## src/design/esc_pkg.sv

```systemverilog
// esc_pkg: widths, vector type and the controller/datapath command and status
// structs of the enclosing sphere center block
// depends on nothing
`default_nettype none
package esc_pkg;
   localparam int COORD_W    = 32;  // q15.16 signed coordinate
   localparam int RAD_W      = 31;  // q15.16 unsigned radius
   localparam int SUM_W      = 48;  // running coordinate sum
   localparam int CNT_W      = 16;  // child count
   localparam int MAG_W      = 33;  // magnitude of a coordinate difference
   localparam int DIST_W     = 33;  // floor of a center distance
   localparam int SQ_W       = 66;  // sum of three squares
   localparam int REM_W      = 36;  // square root remainder
   localparam int ROOT_STEPS = 33;  // one root bit per step
   localparam int DNUM_W     = 62;  // divider numerator
   localparam int DDEN_W     = 34;  // divider denominator
   localparam int T_W        = 35;  // signed axis shift t
   localparam int TMAG_W     = 34;
   localparam int Q_W        = 30;  // axis ratio quotient, at most 2^29
   localparam int PROD_W     = 64;
   localparam int FRAC_SH    = 29;
   localparam int OFF_W      = 34;
   localparam int VAL_W      = 35;  // distance plus radii

   typedef logic [2:0][COORD_W-1:0] esc_vec_type;

   typedef struct packed {
      logic       load;       // take an item into store and sums
      logic       rd;         // read store entry at the read address
      logic       lat_a;      // point a from store read data
      logic       lat_b;      // point b from store read data
      logic       cand_a;     // point a from a candidate center
      logic       cand_sel;   // 0 mean, 1 axis candidate
      logic       dist_go;
      logic       div_go;
      logic       div_sel;    // 0 mean division, 1 axis ratio
      logic [1:0] axis;
      logic       mean_save;
      logic       pair_init;
      logic       pair_upd;
      logic       t_calc;
      logic       mul;
      logic       axis_save;
      logic       rad_init;
      logic       rad_upd;
      logic       rad_keep;
      logic       out_load;
   } esc_cmd_type;

   typedef struct packed {
      logic             div_done;
      logic             dist_done;
      logic             pair_ok;
      logic             found;
      logic             d_zero;
      logic             out_free;
      logic [CNT_W-1:0] count;
   } esc_stat_type;
endpackage
`default_nettype wire

```

## src/design/esc_ctrl.sv

```systemverilog
// esc_ctrl: sequencer for loading, mean division, pair search, axis center and
// radius comparison; depends on esc_pkg
`default_nettype none
module esc_ctrl #(
   parameter int ADDR_W = 4
) (
   input  logic                   clock,
   input  logic                   reset,
   input  logic                   req_valid,
   input  logic                   req_last_child,
   output logic                   req_stall,
   input  esc_pkg::esc_stat_type  stat,
   output esc_pkg::esc_cmd_type   cmd,
   output logic [ADDR_W-1:0]      rd_addr
);
   import esc_pkg::*;

   typedef enum logic [4:0] {
      S_IDLE, S_MDIV, S_MWAIT, S_PINIT, S_PRDA, S_PRDB, S_PLATB, S_PDIST,
      S_PWAIT, S_PEND, S_ADIV, S_AWAIT, S_AMUL, S_ASAVE, S_RINIT, S_RRD,
      S_RLAT, S_RDIST, S_RWAIT, S_RKEEP, S_OUT
   } state_type;

   state_type         state_ff;
   logic [ADDR_W-1:0] i_ff, j_ff;
   logic [1:0]        k_ff;
   logic              sel_ff;
   logic              ax_ff;
   logic [ADDR_W-1:0] last;

   assign last = stat.count[ADDR_W-1:0] - ADDR_W'(1);

   always_comb begin
      cmd       = '0;
      cmd.axis  = k_ff;
      req_stall = state_ff != S_IDLE;
      rd_addr   = (state_ff == S_PRDB) ? j_ff : i_ff;
      case (state_ff)
         S_IDLE:  cmd.load = req_valid;
         S_MDIV:  cmd.div_go = 1'b1;
         S_MWAIT: cmd.mean_save = stat.div_done;
         S_PINIT: cmd.pair_init = 1'b1;
         S_PRDA:  cmd.rd = 1'b1;
         S_PRDB: begin
            cmd.rd    = 1'b1;
            cmd.lat_a = 1'b1;
         end
         S_PLATB: cmd.lat_b = 1'b1;
         S_PDIST: cmd.dist_go = 1'b1;
         S_PWAIT: cmd.pair_upd = stat.dist_done;
         S_PEND:  cmd.t_calc = stat.found && !stat.d_zero;
         S_ADIV: begin
            cmd.div_go  = 1'b1;
            cmd.div_sel = 1'b1;
         end
         S_AWAIT: cmd.div_sel = 1'b1;
         S_AMUL: begin
            cmd.div_sel = 1'b1;
            cmd.mul     = 1'b1;
         end
         S_ASAVE: cmd.axis_save = 1'b1;
         S_RINIT: cmd.rad_init = 1'b1;
         S_RRD: begin
            cmd.rd       = 1'b1;
            cmd.cand_a   = 1'b1;
            cmd.cand_sel = sel_ff;
         end
         S_RLAT:  cmd.lat_b = 1'b1;
         S_RDIST: cmd.dist_go = 1'b1;
         S_RWAIT: cmd.rad_upd = stat.dist_done;
         S_RKEEP: cmd.rad_keep = 1'b1;
         S_OUT: begin
            cmd.out_load = stat.out_free;
            cmd.cand_sel = ax_ff;
         end
         default: cmd = '0;
      endcase
   end

   always_ff @(posedge clock) begin
      if (reset) begin
         state_ff <= S_IDLE;
         ax_ff    <= 1'b0;
         sel_ff   <= 1'b0;
         k_ff     <= '0;
         i_ff     <= '0;
         j_ff     <= '0;
      end else begin
         case (state_ff)
            S_IDLE: begin
               if (req_valid && req_last_child) begin
                  k_ff     <= '0;
                  ax_ff    <= 1'b0;
                  state_ff <= S_MDIV;
               end
            end
            S_MDIV: state_ff <= S_MWAIT;
            S_MWAIT: begin
               if (stat.div_done) begin
                  if (k_ff == 2'd2) begin
                     state_ff <= stat.pair_ok ? S_PINIT : S_OUT;
                  end else begin
                     k_ff     <= k_ff + 2'd1;
                     state_ff <= S_MDIV;
                  end
               end
            end
            S_PINIT: begin
               i_ff     <= '0;
               j_ff     <= ADDR_W'(1);
               state_ff <= S_PRDA;
            end
            S_PRDA:  state_ff <= S_PRDB;
            S_PRDB:  state_ff <= S_PLATB;
            S_PLATB: state_ff <= S_PDIST;
            S_PDIST: state_ff <= S_PWAIT;
            S_PWAIT: begin
               if (stat.dist_done) begin
                  if (j_ff == last) begin
                     if (i_ff == last - ADDR_W'(1)) begin
                        state_ff <= S_PEND;
                     end else begin
                        i_ff     <= i_ff + ADDR_W'(1);
                        j_ff     <= i_ff + ADDR_W'(2);
                        state_ff <= S_PRDA;
                     end
                  end else begin
                     j_ff     <= j_ff + ADDR_W'(1);
                     state_ff <= S_PRDA;
                  end
               end
            end
            S_PEND: begin
               if (stat.found && !stat.d_zero) begin
                  ax_ff    <= 1'b1;
                  k_ff     <= '0;
                  state_ff <= S_ADIV;
               end else begin
                  state_ff <= S_OUT;
               end
            end
            S_ADIV: state_ff <= S_AWAIT;
            S_AWAIT: begin
               if (stat.div_done) state_ff <= S_AMUL;
            end
            S_AMUL: state_ff <= S_ASAVE;
            S_ASAVE: begin
               if (k_ff == 2'd2) begin
                  sel_ff   <= 1'b0;
                  state_ff <= S_RINIT;
               end else begin
                  k_ff     <= k_ff + 2'd1;
                  state_ff <= S_ADIV;
               end
            end
            S_RINIT: begin
               i_ff     <= '0;
               state_ff <= S_RRD;
            end
            S_RRD:   state_ff <= S_RLAT;
            S_RLAT:  state_ff <= S_RDIST;
            S_RDIST: state_ff <= S_RWAIT;
            S_RWAIT: begin
               if (stat.dist_done) begin
                  if (i_ff == last) begin
                     state_ff <= sel_ff ? S_OUT : S_RKEEP;
                  end else begin
                     i_ff     <= i_ff + ADDR_W'(1);
                     state_ff <= S_RRD;
                  end
               end
            end
            S_RKEEP: begin
               sel_ff   <= 1'b1;
               state_ff <= S_RINIT;
            end
            S_OUT: begin
               if (stat.out_free) state_ff <= S_IDLE;
            end
            default: state_ff <= S_IDLE;
         endcase
      end
   end
endmodule
`default_nettype wire

```

## config.mk

```make
export PLATFORM = sky130hd
export DESIGN_NAME = esc_ctrl
export DESIGN_NICKNAME = d
export VERILOG_FILES = /design/src/design/esc_pkg.sv /design/src/design/esc_ctrl.sv
export SDC_FILE = /design/constraint.sdc
export NUM_CORES = 1
export LEC_CHECK = 0
export ABC_CLOCK_PERIOD_IN_PS = 4500
export BUFFER_PORTS_ARGS = -buffer_cell sky130_fd_sc_hd__clkbuf_2
export CAP_MARGIN = 20
export CORE_ASPECT_RATIO = 0.6
export CORE_UTILIZATION = 30
export DETAILED_ROUTE_END_ITERATION = 6
export GPL_TIMING_DRIVEN = 0
export HOLD_SLACK_MARGIN = 0.02
export MAX_ROUTING_LAYER = met4
export SYNTH_ARGS = -nofsm -noshare
export SYNTH_HDL_FRONTEND = slang
export SYNTH_SLANG_ARGS = --single-unit
```

## constraint.sdc

```tcl
create_clock -name clock -period 4.5 [get_ports clock]
set_clock_uncertainty 0.1 [all_clocks]
set_input_delay 0.225 -clock clock [delete_from_list [all_inputs] [get_ports clock]]
set_output_delay 0.225 -clock clock [all_outputs]
set_load 0.02 [all_outputs]
```

; ---- Word level (Yosys, flattened, before mapping)
; Index checks and enable logic that the tools add are counted.
[totals]
regBits = 17
latchBits = 0
ram_bits = 0
mem_bits_ro = 0
memories = 0
[classes]
addsub = 6
n_mul = 0
n_div = 0
order_cmp = 0
eq_ne = 36
shift = 0
muxes = 56
n_bitwise = 0
reduce_logical = 23
[op_table]
columns = cell, n
row1 = case mux 5 bit (21 select lines), 1
row2 = two-way mux 5 bit, 11
row3 = == test 5 x 4 -> 1 bit (second input constant), 8
row4 = two-way mux 4 bit, 10
row5 = == test 5 bit (second input constant), 5
row6 = != test 2 bit (second input constant), 11
row7 = two-way mux 1 bit, 21
row8 = OR reduction 21 bit, 1
row9 = == test 5 x 3 -> 1 bit (second input constant), 4
row10 = == test 4 bit, 3
row11 = case mux 4 bit (3 select lines), 1
row12 = AND reduction 6 bit, 2
row13 = == test 5 x 2 -> 1 bit (second input constant), 2
row14 = two-way mux 2 bit, 5
row15 = adder 4 x 1 -> 4 bit (second input constant), 2
row16 = case mux 2 bit (4 select lines), 1
row17 = case mux 4 bit (2 select lines), 1
row18 = OR reduction 2 bit, 4
row19 = subtractor 4 x 1 -> 4 bit (second input constant), 2
row20 = two-way mux 3 bit, 2
row21 = case mux 1 bit (2 select lines), 3
row22 = AND reduction 3 bit, 2
row23 = nonzero test 2 bit, 3
row24 = OR reduction 3 bit, 2
row25 = other kinds (13), 14

; ---- Depth between registers and ports, before layout
; Gate-level depths: netlist (run 1).
[depth]
word_depth = 7
depth_mapped = 9
mapped_depth_nobuf = 8

; ---- Worst setup path before layout (run 1)
; No wires, ideal clock.
[synth_path]
kind = reg2out
start = register state_ff[0]
end = output rd_addr[0]
t_arrival_ns = 2.182
required_time_ns = 4.175
path_slack_ns = 1.993
path_stages_with_launch = 6
cell_sequence = dfxtp_1 > clkbuf_1 > clkbuf_1 > nand2b_1 > nor3_1 > mux2_2
[synth_via]
elab_chain_cells = 2
[synth_rtl]
columns = item, line_no
row1 = start: declaration, esc_ctrl.sv:24  ; state_type state_ff;
row2 = start signal: assignment, esc_ctrl.sv:101  ; state_ff <= stat.pair_ok ? S_PINIT : S_OUT;
row3 = == test 5 x 3 -> 1 bit, esc_ctrl.sv:37  ; rd_addr = (state_ff == S_PRDB) ? j_ff : i_ff;
row4 = two-way mux 4 bit, esc_ctrl.sv:37
row5 = end: declaration, esc_ctrl.sv:14  ; output logic [ADDR_W-1:0] rd_addr
; No other way between the ends.

; ---- Worst setup path in the final report (run 1)
[layout_path]
start = register state_ff[0]
end = output rd_addr[1]
; The elaborated chain is that of the path after synthesis.

==> flow_metrics.env, run 1 <==
export IMPL_wl_per_cell_um=15.26
export IMPL_dr_first_iter_drc_count=177
export IMPL_critPathRequiredTime_ns=4.18
export IMPL_powerDensity_nw_per_um2=182.5
export IMPL_n_fill_cell=618
export IMPL_rows=21
export IMPL_slew_viol_final=0
export IMPL_multi_input_area_um2=1429
export IMPL_fin_setup_tns_ns=0
export IMPL_final_hold_violation_count=0
export IMPL_cp_arrival_ns=2.64
export IMPL_grt_max_degree=12
export IMPL_ys_seq_area_share_pct=18.15
export IMPL_critPathCaptureType="primary output"
export IMPL_period_needed_ns=2.967
export IMPL_p_leak_nw=0.8959
export IMPL_tritoncts="yes"
export IMPL_cts_max_level=1
export IMPL_crit_buf_inv=3
export IMPL_netSwitchingFraction_pct=35.71
export IMPL_grt_overflow=0
export IMPL_rsz0062_at_grt="no"
export IMPL_wl_um=5843
export IMPL_final_common_cell="clkbuf_2"
export IMPL_routed_top_layer="met4"
export IMPL_final_util_pct=38.22
export IMPL_path_clk_slew_ns=0.08
export IMPL_grt_pass1_vias=1755
export IMPL_register_area_um2=340.3
export IMPL_clk_latency_ns=0.26
export IMPL_cts_setup_buffers=0
export IMPL_synth_nets=293
export IMPL_grtUsageTotal_pct=18.27
export IMPL_vias=2113
export IMPL_cp_slowest_cell="nor3_1"
export IMPL_p_total_uw=405.0
export IMPL_wl_met2_um=2151
export IMPL_syn_avg_cell_area_um2=7.214
export IMPL_setup_viol=0
export IMPL_die_w_um=104.1
export IMPL_worst_path_largest_cell_delay_ns=0.59
export IMPL_synth_edff_count=0
export IMPL_share_seq_of_total_power_pct=38.1
export IMPL_antenna_found_initial=0
export IMPL_cp_max_fo=10
export IMPL_ir_drop_mv=0.1362
export IMPL_p_int_uw=260.4
export IMPL_cts_buffer_depth=2
export IMPL_synth_ff_latch_count=17
export IMPL_layout_worst_path_cycle_share_pct=65.94
export IMPL_synth_ff_type="dfxtp_1"
export IMPL_core_um2=5807
export IMPL_drive_gt1_share_pct=18.48
export IMPL_postSynthCellCount=260
export IMPL_yosysUniqueCellTypes=58
export IMPL_cpLargestDelayFamily="buffers and inverters"
export IMPL_mostFrequentLayoutCells="clkbuf_2, nand2_1, nor2_1"
export IMPL_switchingPower_uw=144.7
export IMPL_grt_pass1_wl_um=9294
export IMPL_dpl_hpwl_um=4755
export IMPL_slew_headroom_pct=46.17
export IMPL_yosys_warnings=0
export IMPL_fp_dieH_um=63.25
export IMPL_place_gp_congestion=0.9684
export IMPL_route_met3_wl_um=571
export IMPL_port_buffer_count=39
export IMPL_worstSetupPathType="register to primary output"
export IMPL_dieArea_um2=6582
export IMPL_dr_pass1_iters=5
export IMPL_start_kind="register"
export IMPL_synthToLayoutAreaGrowth_pct=18.35
export IMPL_path_common_cell="clkbuf_1"
export IMPL_worstPathCellList="clkbuf_1 > clkbuf_1 > nand2b_1 > nor3_1 > mux2_2 > clkbuf_2"
export IMPL_fin_nets=337
export IMPL_drc=0
export IMPL_cts_made_buffers=3
export IMPL_vias_per_cell=5.517
export IMPL_async_reset_ff_share_pct=0
export IMPL_root_buffer="clkbuf_8"
export IMPL_min_path_type="primary input to register"
export IMPL_antenna_left=0
export IMPL_combPwrFrac_pct=30.8
export IMPL_max_cap_violations=0
export IMPL_worst_pin_slew_ns=0.8013
export IMPL_clkPwrFrac_pct=31.1
export IMPL_whs_ns=0.1340
export IMPL_num_io_pins=52
export IMPL_n_antenna_cell=0
export IMPL_netlist_area_um2=1876
export IMPL_cts_resized=0
export IMPL_achievable_frequency_ghz=0.3370
export IMPL_clock_sinks=17
export IMPL_status="completed"
export IMPL_initial_core_util_pct=32.30
export IMPL_cts_hold_buf=0
export IMPL_route_layer_met1_wl_um=3111
-- layer usage --
metal	up-vias	global-route usage, %
met5	-	-
met4	0	1.071
met3	2	4.451
met2	89	21.92
met1	985	29.88
li1	1037	-
-- cell families after synthesis --
logic type,count (synthesis),synth area share [%]
AOI/OAI and AO/OA,60,21.55
xor gates and xnor gates,17,9.073
adders and majority gates,7,4.670
buffers and inverters,26,5.670
DFF,17,18.15
muxes,11,6.204
and+or+nand+nor,122,34.69
-- sequential cells by signal, summed over array words and instances (netlist names) --
register  cells
state_ff      5
i_ff          4
j_ff          4
k_ff          2
ax_ff         1
sel_ff        1
-- cell type report --
class	instances	area share [%]
multi-input cells	217	64.37
well taps	80	4.510
clock inverters	1	0.3382
flip-flops and latches	17	15.33
inverters	10	1.691
clock buffers	3	1.860
plain buffers	16	3.100
repair buffers	39	8.794
-- per-stage QoR --
stage	worst slack, ns	std cells	instance area [um^2]
after floorplan	1.993	260	1876
after global placement	1.599	379	2171
after detailed placement	1.657	379	2171
after CTS	1.546	383	2220
after global routing	1.408	383	2220
final	1.533	383	2220
-- worst reg2reg max path, cell delays in order (launching register included) --
cell and delay, ns:
dfxtp_1 0.30, clkbuf_1 0.21, nor3_1 0.72, nand3_1 0.30
inv_1 0.24, a221oi_1 0.07, a211o_1 0.32, or4b_1 0.48
o21ai_1 0.09
-- power by group through the flow --
| stage | Clock, mW | Sequential, mW | Combinational, mW |
|---|---|---|---|
| finish | 0.126 | 0.154 | 0.125 |
| detailed placement | 0 | 0.158 | 0.122 |
| global placement | 0 | 0.158 | 0.122 |
| CTS | 0.128 | 0.154 | 0.123 |
| global route | 0.133 | 0.154 | 0.134 |
| floorplan | 0 | 0.157 | 0.0878 |
-- synth_stat cells (6+ instances only) --
cell	n	area, um^2
nand2_1	24	90.09
nor2_1	22	82.58
dfxtp_1	17	340.3
a21oi_1	16	80.08
nand3_1	14	70.07
nor3_1	14	70.07
clkbuf_1	12	45.04
inv_1	10	37.54
xnor2_1	10	87.58
nand2b_1	8	50.05
ha_1	7	87.58
mux2i_1	6	60.06
nor2b_1	6	37.54
o21ai_0	6	30.03
-- path summary, 6_finish.rpt --
kind	end	from	cells after the start	slack, ns
hold / removal	state_ff[1]$_SDFFE_PP0P_	reset	2	0.13
setup reg to reg	i_ff[0]$_SDFFE_PP0P_	state_ff[2]$_SDFFE_PP0P_	8	1.62
setup / recovery	rd_addr[1]	state_ff[0]$_SDFFE_PP0P_	6	1.53
hold reg to reg	k_ff[1]$_SDFFE_PP0P_	k_ff[1]$_SDFFE_PP0P_	2	0.38
Power figures use the tool's default switching activity.
==> run 2: changes to the inputs <==
--- a/config.mk
+++ b/config.mk
@@ -5,7 +5,8 @@
 export SDC_FILE = /design/constraint.sdc
 export NUM_CORES = 1
 export LEC_CHECK = 0
-export ABC_CLOCK_PERIOD_IN_PS = 4500
+export ABC_AREA = 1
+export ABC_CLOCK_PERIOD_IN_PS = 2400
 export BUFFER_PORTS_ARGS = -buffer_cell sky130_fd_sc_hd__clkbuf_2
 export CAP_MARGIN = 20
 export CORE_ASPECT_RATIO = 0.6
==> constraint.sdc (replaced) <==
create_clock -name clock -period 2.4 [get_ports clock]
set_clock_uncertainty 0.1 [all_clocks]
set_input_delay 0.12 -clock clock [delete_from_list [all_inputs] [get_ports clock]]
set_output_delay 0.12 -clock clock [all_outputs]
set_load 0.02 [all_outputs]
==> flow_metrics.env, run 2 <==
export IMPL_synth_nets=356
export IMPL_drc=0
export IMPL_p_int_uw=476.0
export IMPL_top_register="state_ff"
export IMPL_syn_avg_cell_area_um2=5.764
export IMPL_dpl_hpwl_um=4766
export IMPL_crit_path_end="cmd[11]"
export IMPL_place_gp_congestion=0.9932
export IMPL_yosysUniqueCellTypes=34
export IMPL_slew_viol_final=0
export IMPL_r2r_slack_ns=0.36
export IMPL_num_io_pins=52
export IMPL_fp_dieH_um=63.02
export IMPL_layout_worst_path_cycle_share_pct=90.76
export IMPL_yosys_warnings=0
export IMPL_rows=21
export IMPL_path_clk_slew_ns=0.07
export IMPL_r2r_end="state_ff[2]$_SDFFE_PP0P_"
export IMPL_port_buffer_count=39
export IMPL_cts_max_level=1
export IMPL_switchingPower_uw=258.2
export IMPL_largest_reg_flops=5
export IMPL_tritoncts="yes"
export IMPL_mostFrequentLayoutCells="nand2_1, nor2_1, clkbuf_2"
export IMPL_netSwitchingFraction_pct=35.17
export IMPL_clock_sinks=17
export IMPL_cp_max_fo=10
export IMPL_grt_pass1_wl_um=8845
export IMPL_worstRegToRegCells=12
export IMPL_n_fill_cell=661
export IMPL_slew_headroom_pct=64.99
export IMPL_fin_cells=446
export IMPL_reg_top3="state_ff (5), i_ff (4), j_ff (4)"
export IMPL_powerDensity_nw_per_um2=331.0
export IMPL_dr_pass1_iters=4
export IMPL_fin_nets=400
export IMPL_cts_buffer_depth=2
export IMPL_synth_ff_latch_count=17
export IMPL_clkPwrFrac_pct=30.3
export IMPL_ys_seq_area_share_pct=18.28
export IMPL_crit_start="state_ff[1]$_SDFFE_PP0P_"
export IMPL_core_um2=5781
export IMPL_ir_drop_mv=0.1688
export IMPL_period_needed_ns=2.178
export IMPL_share_seq_of_total_power_pct=40.4
export IMPL_yosys_area_top_type="dfxtp_1"
export IMPL_place_inst=442
export IMPL_final_hold_violation_count=0
export IMPL_start_kind="register"
export IMPL_yosys_top_cells_area="dfxtp_1, nand2_1, nand3_1"
export IMPL_grtUsageTotal_pct=17.78
export IMPL_synth_edff_count=0
export IMPL_p_leak_nw=1.138
export IMPL_achievable_frequency_ghz=0.4591
export IMPL_synthTopCellsByCount="nand2_1, nor2_1, inv_1"
export IMPL_async_reset_ff_share_pct=0
export IMPL_cp_arrival_ns=1.96
export IMPL_grt_overflow=0
export IMPL_critPathRequiredTime_ns=2.18
export IMPL_finalWorstSetupSlack_ns=0.2218
export IMPL_status="completed"
export IMPL_clk_latency_ns=0.25
export IMPL_fin_setup_tns_ns=0
export IMPL_critPathCaptureType="primary output"
export IMPL_vias=2135
export IMPL_worstSetupPathType="register to primary output"
export IMPL_root_buffer="clkbuf_8"
export IMPL_initial_core_util_pct=32.21
export IMPL_dr_first_iter_drc_count=169
export IMPL_setup_viol=0
export IMPL_antenna_left=0
export IMPL_post_place_ws_ns=0.2913
export IMPL_worst_pin_slew_ns=0.5252
export IMPL_postSynthCellCount=323
export IMPL_synth_ff_type="dfxtp_1"
export IMPL_die_w_um=103.7
export IMPL_antenna_found_initial=0
export IMPL_hold_start="stat[17]"
export IMPL_p_total_uw=734.2
export IMPL_wl_per_cell_um=12.80
export IMPL_synth_top_area_share_pct=18.28
export IMPL_final_common_cell="nand2_1"
export IMPL_grt_max_degree=11
export IMPL_rsz0062_at_grt="no"
export IMPL_r2r_start="state_ff[0]$_SDFFE_PP0P_"
export IMPL_wl_um=5709
export IMPL_drive_gt1_share_pct=24.04
export IMPL_vias_per_cell=4.787
export IMPL_synthToLayoutAreaGrowth_pct=19.15
export IMPL_grt_pass1_vias=1764
export IMPL_netlist_area_um2=1862
export IMPL_yosys_cell_count_top_type="nand2_1"
export IMPL_final_util_pct=38.38
export IMPL_dieArea_um2=6535
export IMPL_n_antenna_cell=0
export IMPL_min_path_type="primary input to register"
export IMPL_max_cap_violations=0
export IMPL_cts_made_buffers=3
export IMPL_combPwrFrac_pct=29.3
-- run 2: changes by cell type after synthesis, moves of 6 or more --
cell,change
clkbuf_1,-11
nand2_1,+60
nor3_1,-9
inv_2,+11
nand3_1,+19
mux2i_1,-6
nor2b_1,-6
inv_1,+27
nand2b_1,-8
xnor2_1,-6
nor2_1,+20
nand2_2,+9
-- run 2: kinds of logic after synthesis --
group	Yosys count	share of synthesized area, %
simple gates	200	51.61
buf+inv	54	11.36
compound gates	38	10.75
flops	17	18.28
xor+xnor	7	3.293
fa+ha+maj	7	4.704
-- run 2: through the flow --
| step | hold WS (ns) | area (um^2) |
|---|---|---|
| floorplan | 0.2186 | 1862 |
| global placement | 0.3391 | 2157 |
| detailed placement | 0.3417 | 2157 |
| CTS | 0.06872 | 2202 |
| global route | 0.1050 | 2218 |
| finish | 0.07028 | 2218 |
-- run 2: what timing repair did --
item                                   CTS  global route
setup endpoints to repair                0             2
endpoints found under the hold margin    0             0
buffers inserted                         0             0
hold buffers                             0             0
gates resized for setup                  0             3
-- run 2: worst max-delay path, cell delays in order, from the launching register on --
cell      delay (ns)
dfxtp_1         0.42
inv_2           0.08
nand2_1         0.06
nor2_1          0.05
nand2_1         0.08
buf_2           0.22
nand3_1         0.19
nor4_4          0.37
nor2_1          0.07
clkbuf_2        0.16
-- run 2: layout make-up --
cell class / count / area, um^2 / share of cell area [%]
Timing Repair Buffer: 39 / 195.2 / 8.799
Tap cell: 80 / 100.1 / 4.512
Inverter: 51 / 197.7 / 8.911
Multi-Input combinational cell: 252 / 1325 / 59.73
Clock buffer: 4 / 45.04 / 2.030
Sequential cell: 17 / 341.6 / 15.40
Buffer: 3 / 13.76 / 0.6204
-- run 2: worst min-delay path by stage --
stage / cells after the start / endpoint
2_1_floorplan: 3 / ax_ff$_SDFFE_PP0P_
3_3_place_gp: 4 / ax_ff$_SDFFE_PP0P_
3_5_place_dp: 4 / ax_ff$_SDFFE_PP0P_
4_1_cts: 4 / ax_ff$_SDFFE_PP0P_
5_1_grt: 4 / ax_ff$_SDFFE_PP0P_
6_report: 4 / ax_ff$_SDFFE_PP0P_
-- run 2: power by group through the flow --
stage | Clock (mW) | Sequential [mW] | Combinational, mW
floorplan | 0 | 0.301 | 0.153
global placement | 0 | 0.303 | 0.207
detailed placement | 0 | 0.303 | 0.210
CTS | 0.227 | 0.296 | 0.211
global route | 0.243 | 0.297 | 0.238
finish | 0.222 | 0.296 | 0.215
-- run 2: per-layer routing --
metal / share of wire (%) / GRT usage, % / wire, um / up-vias
li1: - / - / - / 1117
met1: 53 / 27.81 / 3028 / 941
met2: 35 / 20.97 / 2016 / 75
met3: 11 / 6.465 / 651 / 2
met4: 0.23 / 1.607 / 13 / 0
met5: 0 / - / 0 / -
